<file path="src/rtl/core/pfcab_pkg.sv">
// Shared types, register indexes and divide helpers for the pixel format converter.
package pfcab_pkg;

   localparam logic [2:0] FMT_GRAY8  = 3'd0;
   localparam logic [2:0] FMT_GRAY16 = 3'd1;
   localparam logic [2:0] FMT_RGB24  = 3'd2;
   localparam logic [2:0] FMT_RGB48  = 3'd3;
   localparam logic [2:0] FMT_RGBA32 = 3'd4;
   localparam logic [2:0] FMT_RGBA64 = 3'd5;

   localparam logic [2:0] REG_OUT_FORMAT        = 3'd0;
   localparam logic [2:0] REG_BLEND_ENABLE      = 3'd1;
   localparam logic [2:0] REG_BACKGROUND_NARROW = 3'd2;
   localparam logic [2:0] REG_BACKGROUND_WIDE   = 3'd3;
   localparam logic [2:0] REG_RED_SLOT          = 3'd4;
   localparam logic [2:0] REG_GREEN_SLOT        = 3'd5;
   localparam logic [2:0] REG_BLUE_SLOT         = 3'd6;
   localparam logic [2:0] REG_ALPHA_SLOT        = 3'd7;

   localparam logic [2:0] NO_ALPHA_SLOT = 3'd4;
   localparam int         CSR_DATA_W    = 48;

   typedef struct packed {
      logic        wide_components;
      logic [15:0] red_in;
      logic [15:0] green_in;
      logic [15:0] blue_in;
      logic [15:0] alpha_in;
   } pfcab_req_type;

   typedef struct packed {
      logic [15:0] slot0;
      logic [15:0] slot1;
      logic [15:0] slot2;
      logic [15:0] slot3;
      logic [3:0]  slot_written;
   } pfcab_rsp_type;

   // one classified pixel, as it waits between front and back
   typedef struct packed {
      logic             fmt_valid;
      logic             gray;
      logic             blend;
      logic             wide_in;
      logic             narrow_out;
      logic             keep_alpha;
      logic [15:0]      alpha;
      logic [15:0]      inv_alpha;
      logic [2:0][15:0] cw;
      logic [2:0][15:0] bg;
      logic [15:0]      alpha_val;
      logic [1:0]       red_slot;
      logic [1:0]       green_slot;
      logic [1:0]       blue_slot;
      logic [1:0]       alpha_slot;
   } pfcab_job_type;

   // floor(x/257) for a 16-bit value: x = 257*hi + (lo - hi)
   function automatic logic [15:0] div257(input logic [15:0] x);
      logic [7:0] q0;
      logic [7:0] q;
      q0 = x[15:8];
      q  = (x[7:0] < q0) ? q0 - 8'd1 : q0;
      return {8'd0, q};
   endfunction

   // floor(x/max), max 65535 when wide else 255; folds the high part back twice
   function automatic logic [15:0] div_by_max(input logic [31:0] x, input logic wide);
      logic [16:0] w_r1;
      logic [16:0] w_r2;
      logic [17:0] w_q;
      logic [16:0] n_r1;
      logic [9:0]  n_r2;
      logic [17:0] n_q;
      w_r1 = {1'b0, x[15:0]} + {1'b0, x[31:16]};
      w_r2 = {1'b0, w_r1[15:0]} + {16'd0, w_r1[16]};
      w_q  = {2'b0, x[31:16]} + {17'd0, w_r1[16]}
           + {17'd0, (w_r2 >= 17'd65535)} + {17'd0, (w_r2 >= 17'd131070)};
      n_r1 = {9'd0, x[7:0]} + {1'b0, x[23:8]};
      n_r2 = {2'b0, n_r1[7:0]} + {1'b0, n_r1[16:8]};
      n_q  = {2'b0, x[23:8]} + {9'd0, n_r1[16:8]}
           + {17'd0, (n_r2 >= 10'd255)} + {17'd0, (n_r2 >= 10'd510)};
      return wide ? w_q[15:0] : n_q[15:0];
   endfunction

endpackage

</file>
<file path="src/rtl/core/pfcab_queue.sv">
// Two-entry queue of classified pixels between front and back.
module pfcab_queue import pfcab_pkg::*; (
   input  logic          clock,
   input  logic          reset,
   input  logic          push,
   input  pfcab_job_type push_job,
   output logic          push_ready,
   input  logic          pop,
   output logic          pop_valid,
   output pfcab_job_type pop_job
);

   pfcab_job_type entry_ff [2];
   logic          wr_ptr_ff, wr_ptr_in;
   logic          rd_ptr_ff, rd_ptr_in;
   logic [1:0]    count_ff, count_in;
   logic          do_push, do_pop;

   assign push_ready = (count_ff != 2'd2);
   assign pop_valid  = (count_ff != 2'd0);
   assign pop_job    = entry_ff[rd_ptr_ff];
   assign do_push    = push && push_ready;
   assign do_pop     = pop && pop_valid;

   always_comb begin
      wr_ptr_in = wr_ptr_ff ^ do_push;
      rd_ptr_in = rd_ptr_ff ^ do_pop;
      count_in  = count_ff + {1'b0, do_push} - {1'b0, do_pop};
   end

   always_ff @(posedge clock) begin
      if (reset) begin
         wr_ptr_ff <= 1'b0;
         rd_ptr_ff <= 1'b0;
         count_ff  <= 2'd0;
      end else begin
         wr_ptr_ff <= wr_ptr_in;
         rd_ptr_ff <= rd_ptr_in;
         count_ff  <= count_in;
      end
   end

   always_ff @(posedge clock) begin
      if (do_push)
         entry_ff[wr_ptr_ff] <= push_job;
   end

endmodule

</file>
<file path="config.mk">
export PLATFORM = sky130hd
export DESIGN_NAME = pfcab_queue
export DESIGN_NICKNAME = d
export VERILOG_FILES = /design/src/rtl/core/pfcab_pkg.sv /design/src/rtl/core/pfcab_queue.sv
export SDC_FILE = /design/constraint.sdc
export NUM_CORES = 1
export LEC_CHECK = 0
export BUFFER_PORTS_ARGS = -buffer_cell sky130_fd_sc_hd__buf_4
export CORE_ASPECT_RATIO = 0.9
export CORE_MARGIN = 8
export CORE_UTILIZATION = 52
export DETAILED_ROUTE_END_ITERATION = 10
export HOLD_SLACK_MARGIN = 0.06
export PLACE_DENSITY = 0.77
export SETUP_SLACK_MARGIN = 0.4
export SLEW_MARGIN = 20
export SYNTH_ARGS = -nofsm -noshare
export SYNTH_HDL_FRONTEND = slang
export SYNTH_SLANG_ARGS = --single-unit
</file>
<file path="constraint.sdc">
create_clock -name clock -period 6 [get_ports clock]
set_clock_uncertainty 0.05 [all_clocks]
set_input_delay 1.2 -clock clock [delete_from_list [all_inputs] [get_ports clock]]
set_output_delay 1.2 -clock clock [all_outputs]
set_load 0.02 [all_outputs]
</file>
==> run summary, run 1 <==
The run gives 53 as the standard-cell row count. For hold timing, the worst endpoint is wr_ptr_ff. For the register-to-register setup slack, the log shows 3.47 ns.

Compared with the post-synthesis result, the final layout area differs by 30.8%. The tools report the highest clock rate as 0.260 GHz. The cell area that synthesis handed to floorplanning was 12100 sq um. In this run the static leakage power is 6.05 nW. The all-layer global routing usage was 17.0%; the cell area after layout was 15800 sq um.

The later pin in the worst-skew pair is clocked with a latency of 0.53 ns. In the routed design, unresolved DRC markers number 0. The count of cell types in the netlist is 21, and the final count of negative-setup-slack endpoints is 0. Capturing point of the worst reg2reg path: entry_ff[1][143]. In this run the biggest area consumer among cell types represents 78.7% of the synthesized area. STA puts the critical path data arrival time at 2.59 ns. For the Yosys warning count, the log shows 0.

Headroom to the max-slew limit came out at 32.6%. Entering global routing, the biggest net connects 87 pins. The final number of max-transition violations is 0, and the die extent in x is 177 um.

For the first-pass GRT wire length, the log shows 37.2 mm. The share of layout cells above drive strength 1 was 59.5%. The number of detailed-routing iterations run before antenna repair is 4, and the ratio of routed vias to standard cells is 5.13. H-tree depth: 1. Most common library cell in the layout ignoring fill and taps: buf_4. The number of global-route vias before repair was 6580; the shortest clock period the worst path allows after layout was 3.84 ns.

The number of nets with antenna violations after routing was 0; the sum of negative setup slack was 0 ns. The number of clock buffers added by TritonCTS is 31. Buffers inserted to repair hold after CTS numbered 0. The run finished with clean final reports. At the end of the flow, the number of nets in the layout was 1024. The worst setup path is of the flip-flop to primary output kind. The congestion estimate from routability-driven global placement came to 0.784. The gate count after technology mapping was 519; the length in cells of the worst reg-to-reg path was 3. The cell sitting at the root of the clock tree is a clkbuf_16. In this run the tool buffered the top-level ports with 321 buffer cells. For this design the top-level I/O count stands at 322. The tools report the wire length reported by the detailed router as 25.8 mm. Setup repair after global routing left no endpoint under its margin.

After clock tree synthesis, the repair step resized 0 gates. The initial utilization of the core area, before any placement, comes to 52.3%. No sink is reached through more buffers than the 3 on the longest clock path. STA puts the critical path data required time at 4.75 ns. The final period utilization is 64.0%, and the initial antenna violation count is 0. The clock transition at the register clock pins on the worst setup and hold paths after CTS came out at 0.06 ns. The cell area reported after detailed placement came out at 14800 sq um.

The worst-case IR drop observed on VDD is 0.324 mV. The worst register-to-register path begins at count_ff[0]. The tool flagged a number of max-cap violations equal to 0. The measured slew at the worst slew-check pin works out to 1.01 ns. The register area share after synthesis came out at 79.4%.

Cell type with the largest total area after synthesis: edfxtp_1. The run gives 0 as the final number of hold-violating endpoints. The clock drives 320 sinks. In this run, the number of DRC markers left after iteration 0 of detailed routing was 376. The worst hold path belongs to the class flip-flop to flip-flop. TritonCTS built the clock tree. Antenna diode instance count: 0. Sorting the synthesized cells by area gives the leading types as edfxtp_1 (79%), mux2_4 (13%), mux2_2 (5.3%), buf_6 (1.3%), dfxtp_1 (0.66%). Along the worst path, the maximum fanout reaches 51. The total power per unit cell area was 414 nW/um^2; the power after layout was 6.53 mW. The worst hold path passes through 3 cells.

The die height is 160 um, and the average wire per cell in the routed design is 21.7 um. The overflow left after global routing was 0. The launching element type of the critical path is a flip-flop. In this run the post-CTS setup repair buffer count came out at 0. Nature of the critical path endpoint: a primary output. In this run the most critical hold path is launched from wr_ptr_ff. In the layout the commonest cells are buf_4 (322), edfxtp_1 (316), mux2_4 (101). For the die outline area, the log shows 28300 sq um. The run gives 18.1 mm as the placed wire-length estimate. The routed layout has 6087 vias. Fill cells in the final layout number 1452. The run gives 683 as the post-synth net total. The core region is 23100 sq um. The post-synthesis register bit count was 320. The mean cell area of the mapped netlist works out to 23.2 sq um.
cells by family after synthesis:
kind of cell,Yosys count,synth area share (%)
fa+ha+maj,2,0.208
buf+inv,19,1.50
flops,320,79.4
compound gates,5,0.301
xor+xnor,1,0.0726
mux,159,18.0
simple gates,13,0.560
area by class of cell:
type                    count  area [sq um]  share of cell area, %
inverters                   1          3.75                 0.0238
well taps                 302           378                   2.40
clock buffers              38           802                   5.09
multi-input cells         180          2320                   14.7
repair buffers            326          2500                   15.9
flip-flops and latches    320          9570                   60.7
clock inverters            19           183                   1.16
state kept, by name, summed over array words and instances, names as in the netlist:
signal     count
rd_ptr_ff      1
count_ff       2
entry_ff     316
wr_ptr_ff      1
how the worst max path moves through the flow:
stage	start	endpoint	slack [ns]
finish	rd_ptr_ff	pop_job[26]	2.16
global placement	push	entry_ff[0][25]	2.72
global route	rd_ptr_ff	pop_job[20]	2.05
detailed placement	push	entry_ff[0][24]	2.65
floorplan	push	entry_ff[0][0]	0.43
CTS	rd_ptr_ff	pop_job[26]	2.12
layer usage:
| metal | up-vias | part of all wire [%] | GRT usage [%] |
|---|---|---|---|
| met5 | - | 0 | 0 |
| met4 | 0 | 1.6 | 3.82 |
| met3 | 34 | 9.7 | 6.36 |
| met2 | 269 | 49 | 28.8 |
| met1 | 3033 | 39 | 20.4 |
| li1 | 2751 | - | - |
report_power, final:
group / internal [mW] / switching (mW) / leakage, nW
Combinational: 0.867 / 0.921 / 2.58
Clock: 1.11 / 0.758 / 0.474
Sequential: 2.77 / 0.107 / 2.99
Total: 4.75 / 1.79 / 6.05
worst max-delay path: stages (launching register included):
cell and delay [ns]:
dfxtp_4 0.81, buf_4 0.64, mux2_2 0.40, buf_4 0.16
per-stage QoR:
step	worst slack [ns]	utilization (%)	hold WS (ns)	std cells
2_1_floorplan	0.427	-	0.474	519
3_3_place_gp	2.72	63.9	0.537	1128
3_5_place_dp	2.65	63.9	0.571	1128
4_1_cts	2.12	68.2	0.583	1185
5_1_grt	2.05	68.3	0.600	1186
6_report	2.16	68.3	0.584	1186
Yosys cell counts:
| cell type | count |
|---|---|
| nor2b_1 | 3 |
| a21bo_1 | 1 |
| nand2b_1 | 1 |
| edfxtp_1 | 316 |
| o21ai_0 | 2 |
| inv_1 | 1 |
| mux2_2 | 57 |
| xor2_1 | 1 |
| a211oi_1 | 1 |
| a32oi_1 | 1 |
| mux2_1 | 1 |
| and2_1 | 1 |
| nor2_1 | 5 |
| buf_2 | 4 |
| mux2_4 | 101 |
| nand3_1 | 1 |
| dfxtp_1 | 4 |
| ha_1 | 2 |
| and3_1 | 1 |
| or2_2 | 1 |
| buf_6 | 14 |
No activity file was read; power rests on OpenSTA's default activity.
==> run 2: changes to the inputs <==
Clock period 6 ns to 3.86 ns, I/O delays scaled along.
==> run 2 against run 1 <==
  * Final area up 0.83%
  * Global-route usage is 0.069 points lower
  * Sequential cell count unchanged
  * Largest power group unchanged
  * Combinational power is 56% higher
  * Utilization up 0.57 points
  * Non-clock buffer count increased by 4
  * Clock-buffer cell count increased by 7
  * Routed wire length fell by 1.5%
==> run summary, run 2 (synthesis gave the netlist of run 1 again) <==
The measured slew at the worst slew-check pin was 0.778 ns (-0.233 ns). For the number of global-route vias before repair, the log shows 6668 (+1.3%). The global placer's final weighted congestion was 0.769 (-1.9%). The master of the slowest instance on the critical path is dfxtp_4. The tree is rooted in a clkbuf_16. The run gives 0 (unchanged) as the final number of max-transition violations.

The logs give 53 (unchanged) for the standard-cell row count and 1.27 ns (-1.38 ns) for the setup slack at placement. The die height was 160 um (unchanged); the worst path setup slack after routing was 0.813 ns (-1.35 ns). The run gives 322 (unchanged) as the I/O pin total. The ratio of routed vias to standard cells is 5.11 (-0.46%), and the antenna diode instance count is 0 (unchanged). The nature of the critical path endpoint was a primary output.

The filler cell count was 1490 (+2.6%). The average wire per cell in the routed design is 21.3 um (-2.1%), and the via total after detailed routing is 6095 (+0.13%). The worst setup path is of the flip-flop to primary output kind. For the initial core utilization, the log shows 52.3% (unchanged).

The worst ir drop on vdd is 0.593 mV (+83%). The area growth from synthesis to layout is 31.9%. The final number of hold-violating endpoints was 0 (unchanged); the number of flip-flops under the largest register name was 316 (unchanged). The number of clock buffers inserted by TritonCTS came out at 34 (+9.7%).

The share of layout cells above drive strength 1 works out to 60.4% (+0.88 points). The final layout net count was 1031 (+0.68%). The count of port buffers added during placement came out at 321 (unchanged). The final count of negative-setup-slack endpoints was 0 (unchanged). TritonCTS built the clock tree.

The data required time of the critical path was 3.04 ns (-1.71 ns); the maximum number of pins on one net before global-route repair was 83 (-4.6%). The top cell types in the final layout, fill and taps aside, are buf_4 (325), edfxtp_1 (316), mux2_4 (101). The clock period could shrink to 3.05 ns. The reported leakage power is 6.12 nW (+1.3%). The tools report the wire length reported by the detailed router as 25.4 mm (-1.5%). The final routed DRC violation total was 0 (unchanged). The die outline area is 28300 sq um (unchanged), and the final period utilization is 79.0%. Most common library cell in the layout ignoring fill and taps: buf_4. The critical path goes through buf_12, mux2_2, buf_4. H-tree depth: 2 (+1).

For the arrival time of the worst setup path, the log shows 2.23 ns (-0.36 ns). The worst-path maximum fanout is 44 (-14%), and the placed wire-length estimate is 17.8 mm (-1.3%). The total power per unit cell area works out to 651 nW/um^2 (+57%).

Die extent in x: 177 um (unchanged). Counting flops per register, the top entry is entry_ff. The worst setup path is launched from a flip-flop. The core area came out at 23100 sq um (unchanged). The critical path's largest stage delay was 0.77 ns (-0.04 ns); the overflow left after global routing was 0 (unchanged). For the relative slew slack, the log shows 48.1% (+16 points). The logs give 440 (+17%) for the number of DRC markers in iteration 0 and 17.0% (-0.069 points) for the all-layer global routing usage. The worst-skew pair later-pin latency was 0.49 ns (-0.04 ns). The flow ran to the end, and the final reports show no timing, DRC or antenna violations. The tools report the sum of negative setup slack as 0 ns (unchanged). The run gives 0 (unchanged) as the number of nets with antenna violations after routing. The run gives 320 (unchanged) as the clock sink total.

In this run the worst hold path is classified as primary input to flip-flop. The post-cts sizing count came out at 0 (unchanged). The run gives 1 (+1) as the initial antenna violation count. Setup repair after global routing left no endpoint under its margin. The logs give 0 (unchanged) for the count of maximum capacitance violations and 4 (unchanged) for the number of detailed-routing iterations run before antenna repair. The number of post-CTS setup repair buffers was 0 (unchanged); the first-pass GRT wire length was 37.6 mm (+0.91%). The logs give 0 (unchanged) for the cts-stage hold buffer count and 0.328 GHz for the highest clock rate. The number of buffers on the longest clock path was 3 (unchanged); the clock transition at the register clock pins on the worst setup and hold paths after CTS was 0.06 ns (about the same).

In the final layout, the registers with the most flip-flops are entry_ff: 316 flops, count_ff: 2 flops.
[run 2: cell count changes in the layout (fill, tap and decap cells not counted), sizes merged]
cell and delta:
clkbuf +7, buf +4, bufinv -2, clkinv -2, clkinvlp -1, inv +1
[run 2: cell type report]
class / instances / area, sq um / share of cell area [%]
Clock buffer: 45 / 956 / 6.01
Clock inverter: 15 / 125 / 0.787
Inverter: 1 / 3.75 / 0.0236
Multi-Input combinational cell: 180 / 2320 / 14.6
Sequential cell: 320 / 9570 / 60.2
Tap cell: 302 / 378 / 2.38
Timing Repair Buffer: 330 / 2540 / 16.0
[run 2: metal layers]
layer	part of all wire, %	wire [um]	up-vias	track usage [%]
met4	1.8	466	2	4.09
met5	0.051	13	-	0
met3	11	2760	36	7.37
met2	48	12300	258	28.2
li1	-	-	2766	-
met1	39	9850	3033	20.0
[run 2: power breakdown]
group | switching, mW | internal [mW] | leakage [nW]
logic | 1.43 | 1.36 | 2.60
clock network | 1.22 | 1.88 | 0.531
registers | 0.160 | 4.30 | 2.99
[run 2: worst paths after layout]
| path | cells past startpoint | end | slack [ns] | startpoint |
|---|---|---|---|---|
| max | 3 | pop_job[140] | 0.81 | rd_ptr_ff |
| min reg2reg | 3 | wr_ptr_ff | 0.55 | wr_ptr_ff |
| max reg2reg | 4 | entry_ff[0][10] | 1.56 | count_ff[0] |
| min | 1 | entry_ff[1][22] | 0.41 | push_job[22] |
[run 2: through the flow]
stage,power [mW],cells,hold WS [ns],area [sq um],util [%]
finish,10.4,1193,0.414,15900,68.9
global route,10.7,1193,0.390,15900,68.9
CTS,10.5,1193,0.395,15900,68.9
detailed placement,7.36,1133,0.545,14800,64.2
global placement,7.28,1133,0.530,14800,64.2
floorplan,6.29,519,0.503,12100,-
[run 2: worst max-delay path, delay by kind of cell (launching register included)]
kind / cells / cell delay (ns)
mux: 1 / 0.38
flops: 1 / 0.77
buf+inv: 2 / 0.55
