<file path="config.mk">
export PLATFORM = sky130hd
export DESIGN_NAME = pfcab_front
export DESIGN_NICKNAME = d
export VERILOG_FILES = /design/src/rtl/core/pfcab_pkg.sv /design/src/rtl/core/pfcab_front.sv
export SDC_FILE = /design/constraint.sdc
export NUM_CORES = 1
export LEC_CHECK = 0
export BUFFER_PORTS_ARGS = -buffer_cell sky130_fd_sc_hd__buf_2
export CAP_MARGIN = 10
export CORE_MARGIN = 2
export CORE_UTILIZATION = 25
export CTS_CLUSTER_DIAMETER = 40
export CTS_CLUSTER_SIZE = 28
export DETAILED_ROUTE_END_ITERATION = 10
export SLEW_MARGIN = 20
export SYNTH_ARGS = -nofsm -noshare
export SYNTH_HDL_FRONTEND = slang
export SYNTH_SLANG_ARGS = --single-unit
export TNS_END_PERCENT = 5
</file>
<file path="constraint.sdc">
create_clock -name clock -period 10.1 [get_ports clock]
set_input_delay 0.505 -clock clock [delete_from_list [all_inputs] [get_ports clock]]
set_output_delay 0.505 -clock clock [all_outputs]
set_load 0.1 [all_outputs]
</file>
<file path="src/rtl/core/pfcab_pkg.sv">
// Shared types, register indexes and divide helpers for the pixel format converter.
package pfcab_pkg;

   localparam logic [2:0] FMT_GRAY8  = 3'd0;
   localparam logic [2:0] FMT_GRAY16 = 3'd1;
   localparam logic [2:0] FMT_RGB24  = 3'd2;
   localparam logic [2:0] FMT_RGB48  = 3'd3;
   localparam logic [2:0] FMT_RGBA32 = 3'd4;
   localparam logic [2:0] FMT_RGBA64 = 3'd5;

   localparam logic [2:0] REG_OUT_FORMAT        = 3'd0;
   localparam logic [2:0] REG_BLEND_ENABLE      = 3'd1;
   localparam logic [2:0] REG_BACKGROUND_NARROW = 3'd2;
   localparam logic [2:0] REG_BACKGROUND_WIDE   = 3'd3;
   localparam logic [2:0] REG_RED_SLOT          = 3'd4;
   localparam logic [2:0] REG_GREEN_SLOT        = 3'd5;
   localparam logic [2:0] REG_BLUE_SLOT         = 3'd6;
   localparam logic [2:0] REG_ALPHA_SLOT        = 3'd7;

   localparam logic [2:0] NO_ALPHA_SLOT = 3'd4;
   localparam int         CSR_DATA_W    = 48;

   typedef struct packed {
      logic        wide_components;
      logic [15:0] red_in;
      logic [15:0] green_in;
      logic [15:0] blue_in;
      logic [15:0] alpha_in;
   } pfcab_req_type;

   typedef struct packed {
      logic [15:0] slot0;
      logic [15:0] slot1;
      logic [15:0] slot2;
      logic [15:0] slot3;
      logic [3:0]  slot_written;
   } pfcab_rsp_type;

   // one classified pixel, as it waits between front and back
   typedef struct packed {
      logic             fmt_valid;
      logic             gray;
      logic             blend;
      logic             wide_in;
      logic             narrow_out;
      logic             keep_alpha;
      logic [15:0]      alpha;
      logic [15:0]      inv_alpha;
      logic [2:0][15:0] cw;
      logic [2:0][15:0] bg;
      logic [15:0]      alpha_val;
      logic [1:0]       red_slot;
      logic [1:0]       green_slot;
      logic [1:0]       blue_slot;
      logic [1:0]       alpha_slot;
   } pfcab_job_type;

   // floor(x/257) for a 16-bit value: x = 257*hi + (lo - hi)
   function automatic logic [15:0] div257(input logic [15:0] x);
      logic [7:0] q0;
      logic [7:0] q;
      q0 = x[15:8];
      q  = (x[7:0] < q0) ? q0 - 8'd1 : q0;
      return {8'd0, q};
   endfunction

   // floor(x/max), max 65535 when wide else 255; folds the high part back twice
   function automatic logic [15:0] div_by_max(input logic [31:0] x, input logic wide);
      logic [16:0] w_r1;
      logic [16:0] w_r2;
      logic [17:0] w_q;
      logic [16:0] n_r1;
      logic [9:0]  n_r2;
      logic [17:0] n_q;
      w_r1 = {1'b0, x[15:0]} + {1'b0, x[31:16]};
      w_r2 = {1'b0, w_r1[15:0]} + {16'd0, w_r1[16]};
      w_q  = {2'b0, x[31:16]} + {17'd0, w_r1[16]}
           + {17'd0, (w_r2 >= 17'd65535)} + {17'd0, (w_r2 >= 17'd131070)};
      n_r1 = {9'd0, x[7:0]} + {1'b0, x[23:8]};
      n_r2 = {2'b0, n_r1[7:0]} + {1'b0, n_r1[16:8]};
      n_q  = {2'b0, x[23:8]} + {9'd0, n_r1[16:8]}
           + {17'd0, (n_r2 >= 10'd255)} + {17'd0, (n_r2 >= 10'd510)};
      return wide ? w_q[15:0] : n_q[15:0];
   endfunction

endpackage

</file>
<file path="src/rtl/core/pfcab_front.sv">
// Front end: configuration registers, pixel intake and classification.
module pfcab_front import pfcab_pkg::*; (
   input  logic                  clock,
   input  logic                  reset,
   input  logic                  csr_we,
   input  logic [2:0]            csr_index,
   input  logic [CSR_DATA_W-1:0] csr_wdata,
   input  logic                  start,
   input  pfcab_req_type         req_data,
   output logic                  busy,
   output logic                  job_valid,
   output pfcab_job_type         job,
   input  logic                  job_ready
);

   logic [2:0]  out_format_ff, out_format_in;
   logic        blend_enable_ff, blend_enable_in;
   logic [23:0] bg_narrow_ff, bg_narrow_in;
   logic [47:0] bg_wide_ff, bg_wide_in;
   logic [1:0]  red_slot_ff, red_slot_in;
   logic [1:0]  green_slot_ff, green_slot_in;
   logic [1:0]  blue_slot_ff, blue_slot_in;
   logic [2:0]  alpha_slot_ff, alpha_slot_in;

   logic          job_valid_ff, job_valid_in;
   pfcab_job_type job_ff, job_in;
   logic          take;

   always_comb begin
      out_format_in   = out_format_ff;
      blend_enable_in = blend_enable_ff;
      bg_narrow_in    = bg_narrow_ff;
      bg_wide_in      = bg_wide_ff;
      red_slot_in     = red_slot_ff;
      green_slot_in   = green_slot_ff;
      blue_slot_in    = blue_slot_ff;
      alpha_slot_in   = alpha_slot_ff;
      if (csr_we) begin
         case (csr_index)
            REG_OUT_FORMAT:        out_format_in   = csr_wdata[2:0];
            REG_BLEND_ENABLE:      blend_enable_in = csr_wdata[0];
            REG_BACKGROUND_NARROW: bg_narrow_in    = csr_wdata[23:0];
            REG_BACKGROUND_WIDE:   bg_wide_in      = csr_wdata[47:0];
            REG_RED_SLOT:          red_slot_in     = csr_wdata[1:0];
            REG_GREEN_SLOT:        green_slot_in   = csr_wdata[1:0];
            REG_BLUE_SLOT:         blue_slot_in    = csr_wdata[1:0];
            REG_ALPHA_SLOT:        alpha_slot_in   = csr_wdata[2:0];
            default: ;
         endcase
      end
   end

   always_ff @(posedge clock) begin
      if (reset) begin
         out_format_ff   <= FMT_RGB24;
         blend_enable_ff <= 1'b0;
         bg_narrow_ff    <= '0;
         bg_wide_ff      <= '0;
         red_slot_ff     <= 2'd0;
         green_slot_ff   <= 2'd1;
         blue_slot_ff    <= 2'd2;
         alpha_slot_ff   <= 3'd3;
      end else begin
         out_format_ff   <= out_format_in;
         blend_enable_ff <= blend_enable_in;
         bg_narrow_ff    <= bg_narrow_in;
         bg_wide_ff      <= bg_wide_in;
         red_slot_ff     <= red_slot_in;
         green_slot_ff   <= green_slot_in;
         blue_slot_ff    <= blue_slot_in;
         alpha_slot_ff   <= alpha_slot_in;
      end
   end

   // classify the incoming word
   always_comb begin
      logic             wide;
      logic             out_wide;
      logic [15:0]      maxv;
      logic [15:0]      alpha;
      logic [2:0][15:0] comp;
      wide     = req_data.wide_components;
      out_wide = out_format_ff[0];
      maxv     = wide ? 16'hFFFF : 16'h00FF;
      alpha    = req_data.alpha_in & maxv;
      comp[0]  = req_data.red_in & maxv;
      comp[1]  = req_data.green_in & maxv;
      comp[2]  = req_data.blue_in & maxv;

      job_in.fmt_valid  = (out_format_ff <= FMT_RGBA64);
      job_in.gray       = (out_format_ff == FMT_GRAY8) || (out_format_ff == FMT_GRAY16);
      job_in.keep_alpha = (out_format_ff >= FMT_RGBA32) && (alpha_slot_ff < NO_ALPHA_SLOT);
      job_in.blend      = blend_enable_ff && (alpha < maxv) && !job_in.keep_alpha;
      job_in.wide_in    = wide;
      job_in.narrow_out = wide && !out_wide;
      job_in.alpha      = alpha;
      job_in.inv_alpha  = maxv - alpha;
      for (int ch = 0; ch < 3; ch++) begin
         if (!wide && !out_wide)
            job_in.bg[ch] = {8'd0, bg_narrow_ff[8*ch +: 8]};
         else
            job_in.bg[ch] = bg_wide_ff[16*ch +: 16];
         job_in.cw[ch] = (!wide && out_wide) ? {comp[ch][7:0], comp[ch][7:0]} : comp[ch];
      end
      if (wide && !out_wide)
         job_in.alpha_val = div257(alpha);
      else if (!wide && out_wide)
         job_in.alpha_val = {alpha[7:0], alpha[7:0]};
      else
         job_in.alpha_val = alpha;
      job_in.red_slot   = red_slot_ff;
      job_in.green_slot = green_slot_ff;
      job_in.blue_slot  = blue_slot_ff;
      job_in.alpha_slot = alpha_slot_ff[1:0];
   end

   assign busy = job_valid_ff && !job_ready;
   assign take = start && !busy;

   always_comb begin
      job_valid_in = job_valid_ff;
      if (!busy)
         job_valid_in = take;
   end

   always_ff @(posedge clock) begin
      if (reset)
         job_valid_ff <= 1'b0;
      else
         job_valid_ff <= job_valid_in;
   end

   always_ff @(posedge clock) begin
      if (take)
         job_ff <= job_in;
   end

   assign job_valid = job_valid_ff;
   assign job       = job_ff;

endmodule

</file>
==> results of run 1 <==
==> sequential cells by signal, summed over array words and instances (netlist names) <==
name and count:
job_valid 1, job 158, out_format_ff 3, alpha_slot_ff 3
blend_enable_ff 1, red_slot_ff 2, blue_slot_ff 2, bg_wide_ff 48
bg_narrow_ff 24, green_slot_ff 2
==> final cells by class <==
cell class	instances	share of cell area
timing repair buffer	286	0.120
inverter	21	0.00634
tap	468	0.0471
clock inverter	24	0.0168
clock buffer	47	0.0868
sequential	244	0.520
multi-input combinational	439	0.203
==> through the flow <==
stage | util | hold slack (ps) | instance area, µm²
6_report | 0.341 | 171 | 12400
5_1_grt | 0.341 | 137 | 12400
4_1_cts | 0.340 | 129 | 12400
3_5_place_dp | 0.304 | 420 | 11100
3_3_place_gp | 0.304 | 419 | 11100
2_1_floorplan | - | 408 | 9200
==> worst register-to-register path, delay by kind of cell (launching register included) <==
kind                   cells  cell delay, ps
AND/OR/NAND/NOR            2             650
buffers and inverters      1             230
flip-flops                 1             700
AO/OA/AOI/OAI              2             320
==> cells in the mapped netlist, types with 3 or more instances <==
library cell | number | share of area
dfxtp_1 | 86 | 0.19
nor2_1 | 25 | 0.010
xnor2_1 | 4 | 0.0038
and2_1 | 8 | 0.0054
nand2b_1 | 5 | 0.0034
buf_2 | 5 | 0.0027
clkbuf_1 | 32 | 0.013
nor2b_1 | 38 | 0.026
a211o_1 | 6 | 0.0057
nand4_1 | 6 | 0.0041
inv_1 | 21 | 0.0086
o21ai_0 | 14 | 0.0076
edfxtp_1 | 158 | 0.52
a22o_1 | 24 | 0.023
mux2_2 | 24 | 0.029
ha_1 | 8 | 0.011
buf_1 | 3 | 0.0012
nand2_1 | 165 | 0.067
mux2i_1 | 6 | 0.0065
a21oi_1 | 79 | 0.043
==> layer usage <==
metal / track usage / vias to the layer above / part of all wire
met1: 0.158 / 3215 / 0.41
met2: 0.212 / 297 / 0.45
met3: 0.0512 / 53 / 0.10
met5: 0 / - / 0.0012
met4: 0.0530 / 4 / 0.029
li1: - / 3209 / -
==> worst max-delay path by stage <==
stage / from / to / slack, ps
detailed placement: req_data[64] / job[14] / 6570
CTS: req_data[64] / job[14] / 7130
finish: req_data[64] / job[14] / 7380
floorplan: job_valid / job[0] / 1080
global route: req_data[64] / job[14] / 7200
global placement: req_data[64] / job[14] / 6630
==> cell families after synthesis <==
kind of cell,after synthesis
AO/OA/AOI/OAI,137
XOR/XNOR,4
adder cells (fa/ha/maj),8
buffers and inverters,62
flip-flops,244
multiplexers,30
AND/OR/NAND/NOR,260
==> power by group <==
part           switching [W]  internal [W]  leakage (nW)
registers          0.0000154       0.00111          2.25
clock network       0.000501      0.000802         0.619
logic               0.000366     0.0000705          2.11
total               0.000883       0.00199          4.99
==> impl_summary.log, run 1 <==
INFO  metric antenna_found_initial = 3
INFO  metric finalHoldViolCount = 0
INFO  metric layout_skew = 23.5 ps
INFO  metric syn_area_per_cell = 12.3 µm²
INFO  metric critical_path_arrival = approximately 3000 ps
INFO  metric hold-path-cell-count = 1
INFO  metric synth_mux_area_frac = 0.0359
INFO  metric layout_nets = 1161
INFO  metric p_total = roughly 0.0029 W
INFO  metric final.min_clock_period = about 2700 ps
INFO  metric grt_first_pass_wirelength = just under 40 mm
INFO  metric cell_class_contributing_the_biggest_share_of_worst_path_delay = compound AO/OA/AOI/OAI gates
INFO  metric routed_vias = 6778
INFO  metric worstHoldEndpoint = job[110]
INFO  metric sequential_cell_area = approximately 6500 µm²
INFO  metric post-place-ws = about 6600 ps
INFO  metric path_depth = 9
INFO  metric synth_top_family_by_area = simple AND/OR/NAND/NOR gates
INFO  metric layout.cells.most_common = buf_2
INFO  metric cts-root-buf = clkbuf_16
INFO  metric worstSetupPathType = in -> reg
INFO  metric clock_tree_from_tritoncts = yes
INFO  metric die_height = 196 µm
INFO  metric hold_start = req_data[22]
INFO  metric synth_fa_ha_area_frac = 0.0109
INFO  metric detailed_route_wire_length_per_cell = approximately 17 µm
INFO  metric max_slew_margin = 0.295
INFO  metric cp_num_buf_inv = 2
INFO  metric clock_sink_count = around 240
INFO  metric ir_worst_vdd = 128 µV
INFO  metric regToRegStartpoint = out_format_ff[0]
INFO  metric synth_enable_flop_cells = 158
INFO  metric cap_violations = 0
INFO  metric post_synthesis_sequential_area_ratio = 0.703
INFO  metric ys_ff_latch = 244
INFO  metric yosys_synthesis_warning_count = 0
INFO  metric crit_reg_reg_endpoint = job[14]
INFO  metric ff2ff_path_depth = 5
INFO  metric horizontal_die_dimension = roughly 200 µm
INFO  metric initial_core_utilization = 0.253
INFO  metric post-dp-hpwl = around 17 mm
INFO  metric gp_congestion = a little over 0.8
INFO  metric mappedNetlistNets = roughly 900
INFO  metric r2r_slack = between 7000 and 8000 ps
INFO  metric global_route_total_overflow = 0
INFO  metric ratio_of_cells_with_drive_above_1_in_the_final_layout = 0.366
INFO  metric maxSlewViolCount = 0
INFO  metric post_synth_simple_gate_area = 0.127
INFO  metric boundaryPins = roughly 280
INFO  metric critical_path.slowest_cell = a2111oi_4
INFO  metric worst_ep_required_time = about 10000 ps
INFO  metric first_iter_violations = 223
INFO  metric overall_global_routing_resource_usage = 0.132
INFO  metric complex_gate_fraction_of_the_synthesized_area = 0.0932
INFO  metric multiInputGateArea = ~2500 µm²
INFO  metric clock_tree.buffer_depth = 3
INFO  metric p_leak = 4.99 nW
INFO  metric ctsHoldBuffers = 0
INFO  metric post_cts_buffers = 0
INFO  metric crit_chain = buf_2 -> buf_16 -> nand2_1 -> ha_1 -> a21oi_1 -> o21ai_0 -> a2111oi_4 -> a31oi_1 -> a221o_1
INFO  metric cts.clk_slew.worst_paths = approximately 60 ps
INFO  metric cts_htree_levels = 2
INFO  metric drc = 0
INFO  metric worst_margin_pin_slew = between 1000 and 1500 ps
INFO  metric period_utilization_post_route = 0.269
INFO  metric synthesis.instances = about 750
INFO  metric number_of_distinct_standard_cells_referenced_by_the_synthesized_netlist = 44
INFO  metric instances_no_fill = 1529
INFO  metric n_fill_cell = roughly 3600
INFO  metric final_cell_mix = buf_2 (280), nand2_1 (165), edfxtp_1 (158), dfxtp_1 (86), a21oi_1 (79)
INFO  metric powerDensity = ~230 nW/µm²
INFO  metric tritoncts.num_buffers = 40
INFO  metric via_count_of_the_first_global_routing_pass = ~6800
INFO  metric outcome = complete, no violations
INFO  metric placeableCoreArea = 36400 µm²
INFO  metric postSynth.topFlopCell = edfxtp_1
INFO  metric dpl.cell_count = around 1500
INFO  metric post-route-worst-setup-slack = ~7400 ps
INFO  metric critPathCaptureType = flop
INFO  metric synthToLayoutAreaGrowth = 35.1%
INFO  metric route.antenna.remaining_nets = 0
INFO  metric vias_per_cell = roughly 4.4
INFO  metric finalSetupTns = 0 ps
INFO  metric grt_setup_unrepaired = false
INFO  metric num_rows = 70
INFO  metric cts_resized = 0
INFO  metric maximum_number_of_pins_on_one_net_before_global_route_repair = 159
INFO  metric synth-xor-area-share = 0.00381
INFO  metric final_setup_violation_count = 0
INFO  metric drt-pass1-iter-count = 5
INFO  metric critical_path_peak_fanout = 32
INFO  metric detail_route.wirelength = approximately 26 mm
INFO  metric critical_path.max_stage_delay = slightly above 500 ps
INFO  metric antennaDiodeCount = 0
INFO  metric io_buffer_count = 280
INFO  metric timing.hold.worst.class = in -> reg
INFO  metric clock_insertion_delay_worst_skew = between 500 and 600 ps
INFO  metric post_synth_instance_area = 9200 µm²
INFO  metric fmaxAchievable = about 0.37 GHz
INFO  metric async_flop_share = 0
INFO  metric die_area = approximately 38000 µm²
INFO  metric start_kind = input pin
(Power assumes the default switching activity.)
==> run 2: changes to the inputs <==
==> constraint.sdc (replaced) <==
create_clock -name clock -period 2.5 [get_ports clock]
set_input_delay 0.125 -clock clock [delete_from_list [all_inputs] [get_ports clock]]
set_output_delay 0.125 -clock clock [all_outputs]
set_load 0.1 [all_outputs]
==> run 2 against run 1 <==
Compared with the run above: clock power increased to 4.2 times the previous value; routed wire length increased by 5.0%; final cell count increased by 8.4%; cell area increased by 11%; setup slack got worse by 7200 ps; register-to-register slack got worse by 7100 ps; first-iteration DRC count increased by 23%; die area unchanged; largest power group unchanged.
==> impl_summary.log, run 2 (synthesis gave the netlist of run 1 again) <==
INFO  metric worstSetupPathType = in -> reg
INFO  metric io_buffer_count = 280 (unchanged)
INFO  metric antenna_found_initial = 1 (-2)
INFO  metric clock_tree.buffer_depth = 3 (unchanged)
INFO  metric drt-pass1-iter-count = 5 (unchanged)
INFO  metric route.antenna.remaining_nets = 0 (unchanged)
INFO  metric tritoncts.num_buffers = 40 (unchanged)
INFO  metric cts_htree_levels = 2 (unchanged)
INFO  metric boundaryPins = 281 (unchanged)
INFO  metric finalHoldViolCount = 0 (unchanged)
INFO  metric detail_route.wirelength = 27.0 mm (+5.0%)
INFO  metric grt_first_pass_wirelength = 40.3 mm (+4.3%)
INFO  metric layout_nets = 1288 (+11%)
INFO  metric num_rows = 70 (unchanged)
INFO  metric routed_vias = 7256 (+7.1%)
INFO  metric via_count_of_the_first_global_routing_pass = 7311 (+7.7%)
INFO  metric p_total = 0.0120 W (+320%)
INFO  metric final_cell_mix = buf_2 (280), nand2_1 (165), edfxtp_1 (158), dlygate4sd3_1 (114), dfxtp_1 (85)
INFO  metric clock_insertion_delay_worst_skew = 540 ps (about the same)
INFO  metric global_route_total_overflow = 0 (unchanged)
INFO  metric die_area = 38400 µm² (unchanged)
INFO  metric post_cts_buffers = 0 (unchanged)
INFO  metric grt_setup_unrepaired = false
INFO  metric final_setup_violation_count = 0 (unchanged)
INFO  metric cts_resized = 0 (unchanged)
INFO  metric ratio_of_cells_with_drive_above_1_in_the_final_layout = 0.338 (-0.0282)
INFO  metric final_area = 13800 µm² (+11%)
INFO  metric critical_path_arrival = 2580 ps (-410 ps)
INFO  metric drc = 0 (unchanged)
INFO  metric vias_per_cell = 4.38 (-1.2%)
INFO  metric clock_tree_from_tritoncts = yes
INFO  metric dpl-instance-area = 11300 µm² (+1.5%)
INFO  metric layout.cells.most_common = buf_2
INFO  metric outcome = complete, no violations
INFO  metric cts.clk_slew.worst_paths = 60 ps (about the same)
INFO  metric worst_ep_required_time = 2790 ps (-7590 ps)
INFO  metric die_height = 196 µm (unchanged)
INFO  metric p_leak = 5.56 nW (+12%)
INFO  metric placeableCoreArea = 36400 µm² (unchanged)
INFO  metric horizontal_die_dimension = 196 µm (unchanged)
INFO  metric max_slew_margin = 0.583 (+0.288)
INFO  metric worst_hold_slack = 42.0 ps (-129 ps)
INFO  metric fmaxAchievable = 0.438 GHz
INFO  metric initial_core_utilization = 0.253 (unchanged)
INFO  metric synthToLayoutAreaGrowth = 49.5%
INFO  metric maxSlewViolCount = 0 (unchanged)
INFO  metric powerDensity = 873 nW/µm² (+280%)
INFO  metric critical_path_peak_fanout = 6 (-81%)
INFO  metric start_kind = input pin
INFO  metric worst_margin_pin_slew = 626 ps (-431 ps)
INFO  metric cts-root-buf = clkbuf_16
INFO  metric finalSetupTns = 0 ps (unchanged)
INFO  metric gp_congestion = 0.835 (+1.2%)
INFO  metric first_iter_violations = 275 (+23%)
INFO  metric final.min_clock_period = 2280 ps
INFO  metric cap_violations = 0 (unchanged)
INFO  metric period_utilization_post_route = 0.912
INFO  metric timing.hold.worst.class = in -> reg
INFO  metric post-dp-hpwl = 17.3 mm (+3.3%)
INFO  metric largest_register_ffs = 158 (unchanged)
INFO  metric ir_worst_vdd = 554 µV (+330%)
INFO  metric maximum_number_of_pins_on_one_net_before_global_route_repair = 72 (-55%)
INFO  metric detailed_route_wire_length_per_cell = 16.3 µm (-3.1%)
INFO  metric layout_skew = 18.4 ps (-5.09 ps)
INFO  metric clock_sink_count = 244 (unchanged)
INFO  metric critPathCaptureType = flop
INFO  metric overall_global_routing_resource_usage = 0.137 (+0.00495)
[run 2: cell count changes in the layout (fill, tap and decap cells not counted), moves of 2 or more]
cell,change
buf_12,+3
buf_4,+11
bufinv_16,+4
clkbuf_8,-3
clkinv_2,+2
dlygate4sd3_1,+114
inv_6,-6
[run 2: path summary, 6_finish.rpt]
path                    start              end  slack (ps)  cells after the start
max              req_data[15]          job[14]         220                      9
min reg2reg   blue_slot_ff[0]           job[2]         430                      0
max reg2reg  out_format_ff[0]          job[59]         850                      3
min              csr_index[1]  blend_enable_ff          40                      4
[run 2: final cells by class]
| class | instances | area (µm²) |
|---|---|---|
| flip-flops and latches | 244 | 6470 |
| inverters | 21 | 78.8 |
| clock inverters | 26 | 303 |
| repair buffers | 413 | 2750 |
| diodes | 1 | 2.50 |
| fillers | 3486 | 22700 |
| multi-input cells | 439 | 2520 |
| clock buffers | 45 | 1040 |
| well taps | 468 | 586 |
[run 2: power by group]
part	internal [W]	total (W)	switching [W]
clock	0.00354	0.00551	0.00197
combinational	0.000421	0.00193	0.00151
sequential	0.00450	0.00456	0.0000602
total	0.00846	0.0120	0.00355
[run 2: through the flow]
| step | worst slack [ps] | utilization | instances |
|---|---|---|---|
| after floorplan | -1030 | - | 745 |
| after global placement | 88.1 | 0.309 | 1471 |
| after detailed placement | 79.8 | 0.309 | 1471 |
| after CTS | 325 | 0.377 | 1656 |
| after global routing | 119 | 0.377 | 1657 |
| final | 219 | 0.377 | 1657 |
[run 2: repair_timing]
action / 4_1_cts / 5_1_grt
hold buffers: 114 / 0
hold endpoints to repair: 161 / 0
setup endpoints to repair: 0 / 0
[run 2: worst max-delay path, cell delays in order]
cell,delay [ps]
dlygate4sd3_1,540
buf_2,160
nand2_1,90
ha_1,310
a21oi_1,210
o21ai_0,220
a2111oi_4,500
a31oi_1,140
a221o_1,270
[run 2: routing by layer]
layer  vias to the layer above  routed length (µm)  GRT usage
met4                         0                 768     0.0598
li1                       3470                   -          -
met1                      3418               11100      0.160
met2                       318               12700      0.229
met5                         -                   0          0
met3                        50                2420     0.0444
==> run 3: changes to the inputs <==
--- a/config.mk
+++ b/config.mk
@@ -5,8 +5,9 @@
 export SDC_FILE = /design/constraint.sdc
 export NUM_CORES = 1
 export LEC_CHECK = 0
-export BUFFER_PORTS_ARGS = -buffer_cell sky130_fd_sc_hd__buf_2
+export BUFFER_PORTS_ARGS = -buffer_cell sky130_fd_sc_hd__clkbuf_2
 export CAP_MARGIN = 10
+export CORE_ASPECT_RATIO = 1.2
 export CORE_MARGIN = 2
 export CORE_UTILIZATION = 25
 export CTS_CLUSTER_DIAMETER = 40
==> run 3 against run 2 <==
Compared with the run above: count of clock-buffer cells in the layout fell by 1; maximum frequency down 0.47%; non-clock buffer count is 2 higher; via count is 0.76% lower; first-iteration DRC count rose by 21%; critical path type unchanged.
==> impl_summary.log, run 3 (synthesis gave the netlist of run 1 again) <==
INFO  metric io_buffer_count = 280 (unchanged)
INFO  metric maximum_number_of_pins_on_one_net_before_global_route_repair = 49 (-32%)
INFO  metric horizontal_die_dimension = 179 µm (-8.5%)
INFO  metric hold-path-cell-count = 3 (-1)
INFO  metric maxSlewViolCount = 0 (unchanged)
INFO  metric critical_path_arrival = 2550 ps (-30 ps)
INFO  metric layout.cells.most_common = clkbuf_2
INFO  metric internal-power = 0.00774 W (-8.5%)
INFO  metric tritoncts.num_buffers = 35 (-13%)
INFO  metric start_kind = input pin
INFO  metric die_height = 214 µm (+9.3%)
INFO  metric critical_path_peak_fanout = 6 (unchanged)
INFO  metric n_fill_cell = 3509 (+0.66%)
INFO  metric grt_setup_unrepaired = false
INFO  metric first_iter_violations = 334 (+21%)
INFO  metric clock_sink_count = 244 (unchanged)
INFO  metric num_rows = 76 (+8.6%)
INFO  metric outcome = complete, no violations
INFO  metric worst_ep_required_time = 2760 ps (-30 ps)
INFO  metric layout_skew = 14.7 ps (-3.64 ps)
INFO  metric clock_insertion_delay_worst_skew = 500 ps (-40 ps)
INFO  metric antenna_found_initial = 0 (-1)
INFO  metric dpl.cell_count = 1474 (+0.20%)
INFO  metric initial_core_utilization = 0.255 (+0.00210)
INFO  metric layout_nets = 1285 (-0.23%)
INFO  metric p_total = 0.0112 W (-6.7%)
INFO  metric detail_route.wirelength = 26.9 mm (-0.35%)
INFO  metric hold_start = csr_index[2]
INFO  metric clock_tree_from_tritoncts = yes
INFO  metric period_utilization_post_route = 0.917 (+0.00429)
INFO  metric worstHoldEndpoint = blue_slot_ff[1]
INFO  metric drc = 0 (unchanged)
INFO  metric detailed_route_wire_length_per_cell = 16.3 µm (about the same)
INFO  metric switchingPower = 0.00346 W (-2.4%)
INFO  metric gp_congestion = 0.899 (+7.6%)
INFO  metric cts.clk_slew.worst_paths = 60 ps (about the same)
INFO  metric worstSetupPathType = in -> reg
INFO  metric final_area = 13600 µm² (-1.4%)
INFO  metric via_count_of_the_first_global_routing_pass = 7474 (+2.2%)
INFO  metric placeableCoreArea = 36100 µm² (-0.82%)
INFO  metric overall_global_routing_resource_usage = 0.136 (-0.00104)
INFO  metric finalSetupTns = 0 ps (unchanged)
INFO  metric dpl-instance-area = 11300 µm² (+0.20%)
INFO  metric cts-root-buf = clkbuf_16
INFO  metric powerDensity = 827 nW/µm² (-5.4%)
INFO  metric ff2ff_path_depth = 3 (unchanged)
INFO  metric finalHoldViolCount = 0 (unchanged)
INFO  metric regToRegStartpoint = job_valid
INFO  metric global_route_total_overflow = 0 (unchanged)
INFO  metric final.min_clock_period = 2290 ps (+10.7 ps)
INFO  metric largest_register_ffs = 158 (unchanged)
INFO  metric drt-pass1-iter-count = 4 (-1)
INFO  metric routed_vias = 7201 (-0.76%)
INFO  metric power_frac_seq = 0.407 (+0.027)
INFO  metric timing.hold.worst.class = in -> reg
INFO  metric instances_no_fill = 1651 (-0.36%)
INFO  metric combPwrFrac = 0.172 (+0.011)
INFO  metric power.clock.fraction = 0.420 (-0.039)
INFO  metric cts_resized = 0 (unchanged)
INFO  metric final_cell_mix = clkbuf_2 (279), nand2_1 (165), edfxtp_1 (158), dlygate4sd3_1 (113), dfxtp_1 (85)
INFO  metric grt_first_pass_wirelength = 40.4 mm (+0.31%)
INFO  metric ir_worst_vdd = 475 µV (-14%)
INFO  metric p_leak = 5.52 nW (-0.72%)
INFO  metric die_area = 38400 µm² (about the same)
INFO  metric max_slew_margin = 0.547 (-0.0353)
INFO  metric boundaryPins = 281 (unchanged)
INFO  metric critPathCaptureType = flop
INFO  metric ratio_of_cells_with_drive_above_1_in_the_final_layout = 0.335 (-0.00252)
INFO  metric post-dp-hpwl = 17.7 mm (+2.1%)
INFO  metric final_setup_violation_count = 0 (unchanged)
INFO  metric cts_htree_levels = 2 (unchanged)
INFO  metric route.antenna.remaining_nets = 0 (unchanged)
INFO  metric netSwitchingFraction = 0.309 (+0.0137)
INFO  metric clock_tree.buffer_depth = 3 (unchanged)
INFO  metric fmaxAchievable = 0.436 GHz (-0.47%)
INFO  metric worst_hold_slack = 72.4 ps (+30.4 ps)
INFO  metric cap_violations = 0 (unchanged)
INFO  metric synthToLayoutAreaGrowth = 47.3%
INFO  metric worst_margin_pin_slew = 672 ps (+45.8 ps)
INFO  metric r2r_slack = 850 ps (about the same)
INFO  metric vias_per_cell = 4.36 (-0.40%)
INFO  metric crit_reg_reg_endpoint = job[100]
run 3: cell count changes in the layout (fill, tap and decap cells not counted), moves of 2 or more:
cell and change:
clkbuf_2 +279, bufinv_16 -5, buf_2 -279, clkbuf_16 -3, clkbuf_1 +2, clkinvlp_4 -4
clkinv_1 -2, clkinv_4 +2, buf_4 +3
run 3: layout make-up:
type                       count  area, µm²  share of cell area
antenna                        1       2.50            0.000185
inverter                      21       78.8             0.00582
clock buffer                  44        973              0.0718
clock inverter                19        159              0.0117
tap                          468        586              0.0432
multi-input combinational    439       2520               0.186
sequential                   244       6470               0.477
timing repair buffer         415       2760               0.204
run 3: worst max-delay path by stage:
stage | slack, ps | cells past startpoint | startpoint | endpoint
final | 210 | 9 | req_data[15] | job[14]
after global routing | 80 | 9 | req_data[15] | job[14]
after CTS | 190 | 9 | req_data[15] | job[14]
after detailed placement | 110 | 8 | req_data[64] | job[14]
after global placement | 140 | 8 | req_data[64] | job[14]
after floorplan | -1030 | 2 | job_valid | job[0]
run 3: critical path, cell delays in order:
cell,delay (ps)
dlygate4sd3_1,530
clkbuf_2,160
nand2_1,100
ha_1,320
nand2_1,100
o21ai_0,560
a2111oi_4,110
and3_2,250
a221o_1,290
run 3: what timing repair did:
action                                 CTS  global route
setup buffers                            0             0
setup endpoints to repair                0             2
endpoints found under the hold margin  157             0
hold buffers                           113             0
run 3: stage by stage:
step	util	setup slack [ps]
6_report	0.375	208
5_1_grt	0.375	83.1
4_1_cts	0.375	194
3_5_place_dp	0.312	106
3_3_place_gp	0.312	136
2_1_floorplan	-	-1030
run 3: per-layer routing:
layer	GRT usage	wire length (µm)	vias up
met2	0.241	13400	302
met5	0	0	-
met3	0.0369	2140	61
li1	-	-	3459
met1	0.149	10400	3379
met4	0.0589	960	0
run 3: power groups by stage:
stage               registers [W]  logic, W  clock network (W)
floorplan                 0.00573  0.000292                  0
global placement          0.00464   0.00179                  0
detailed placement        0.00465   0.00179                  0
CTS                       0.00456   0.00194            0.00486
global route              0.00458   0.00202            0.00500
finish                    0.00456   0.00193            0.00471
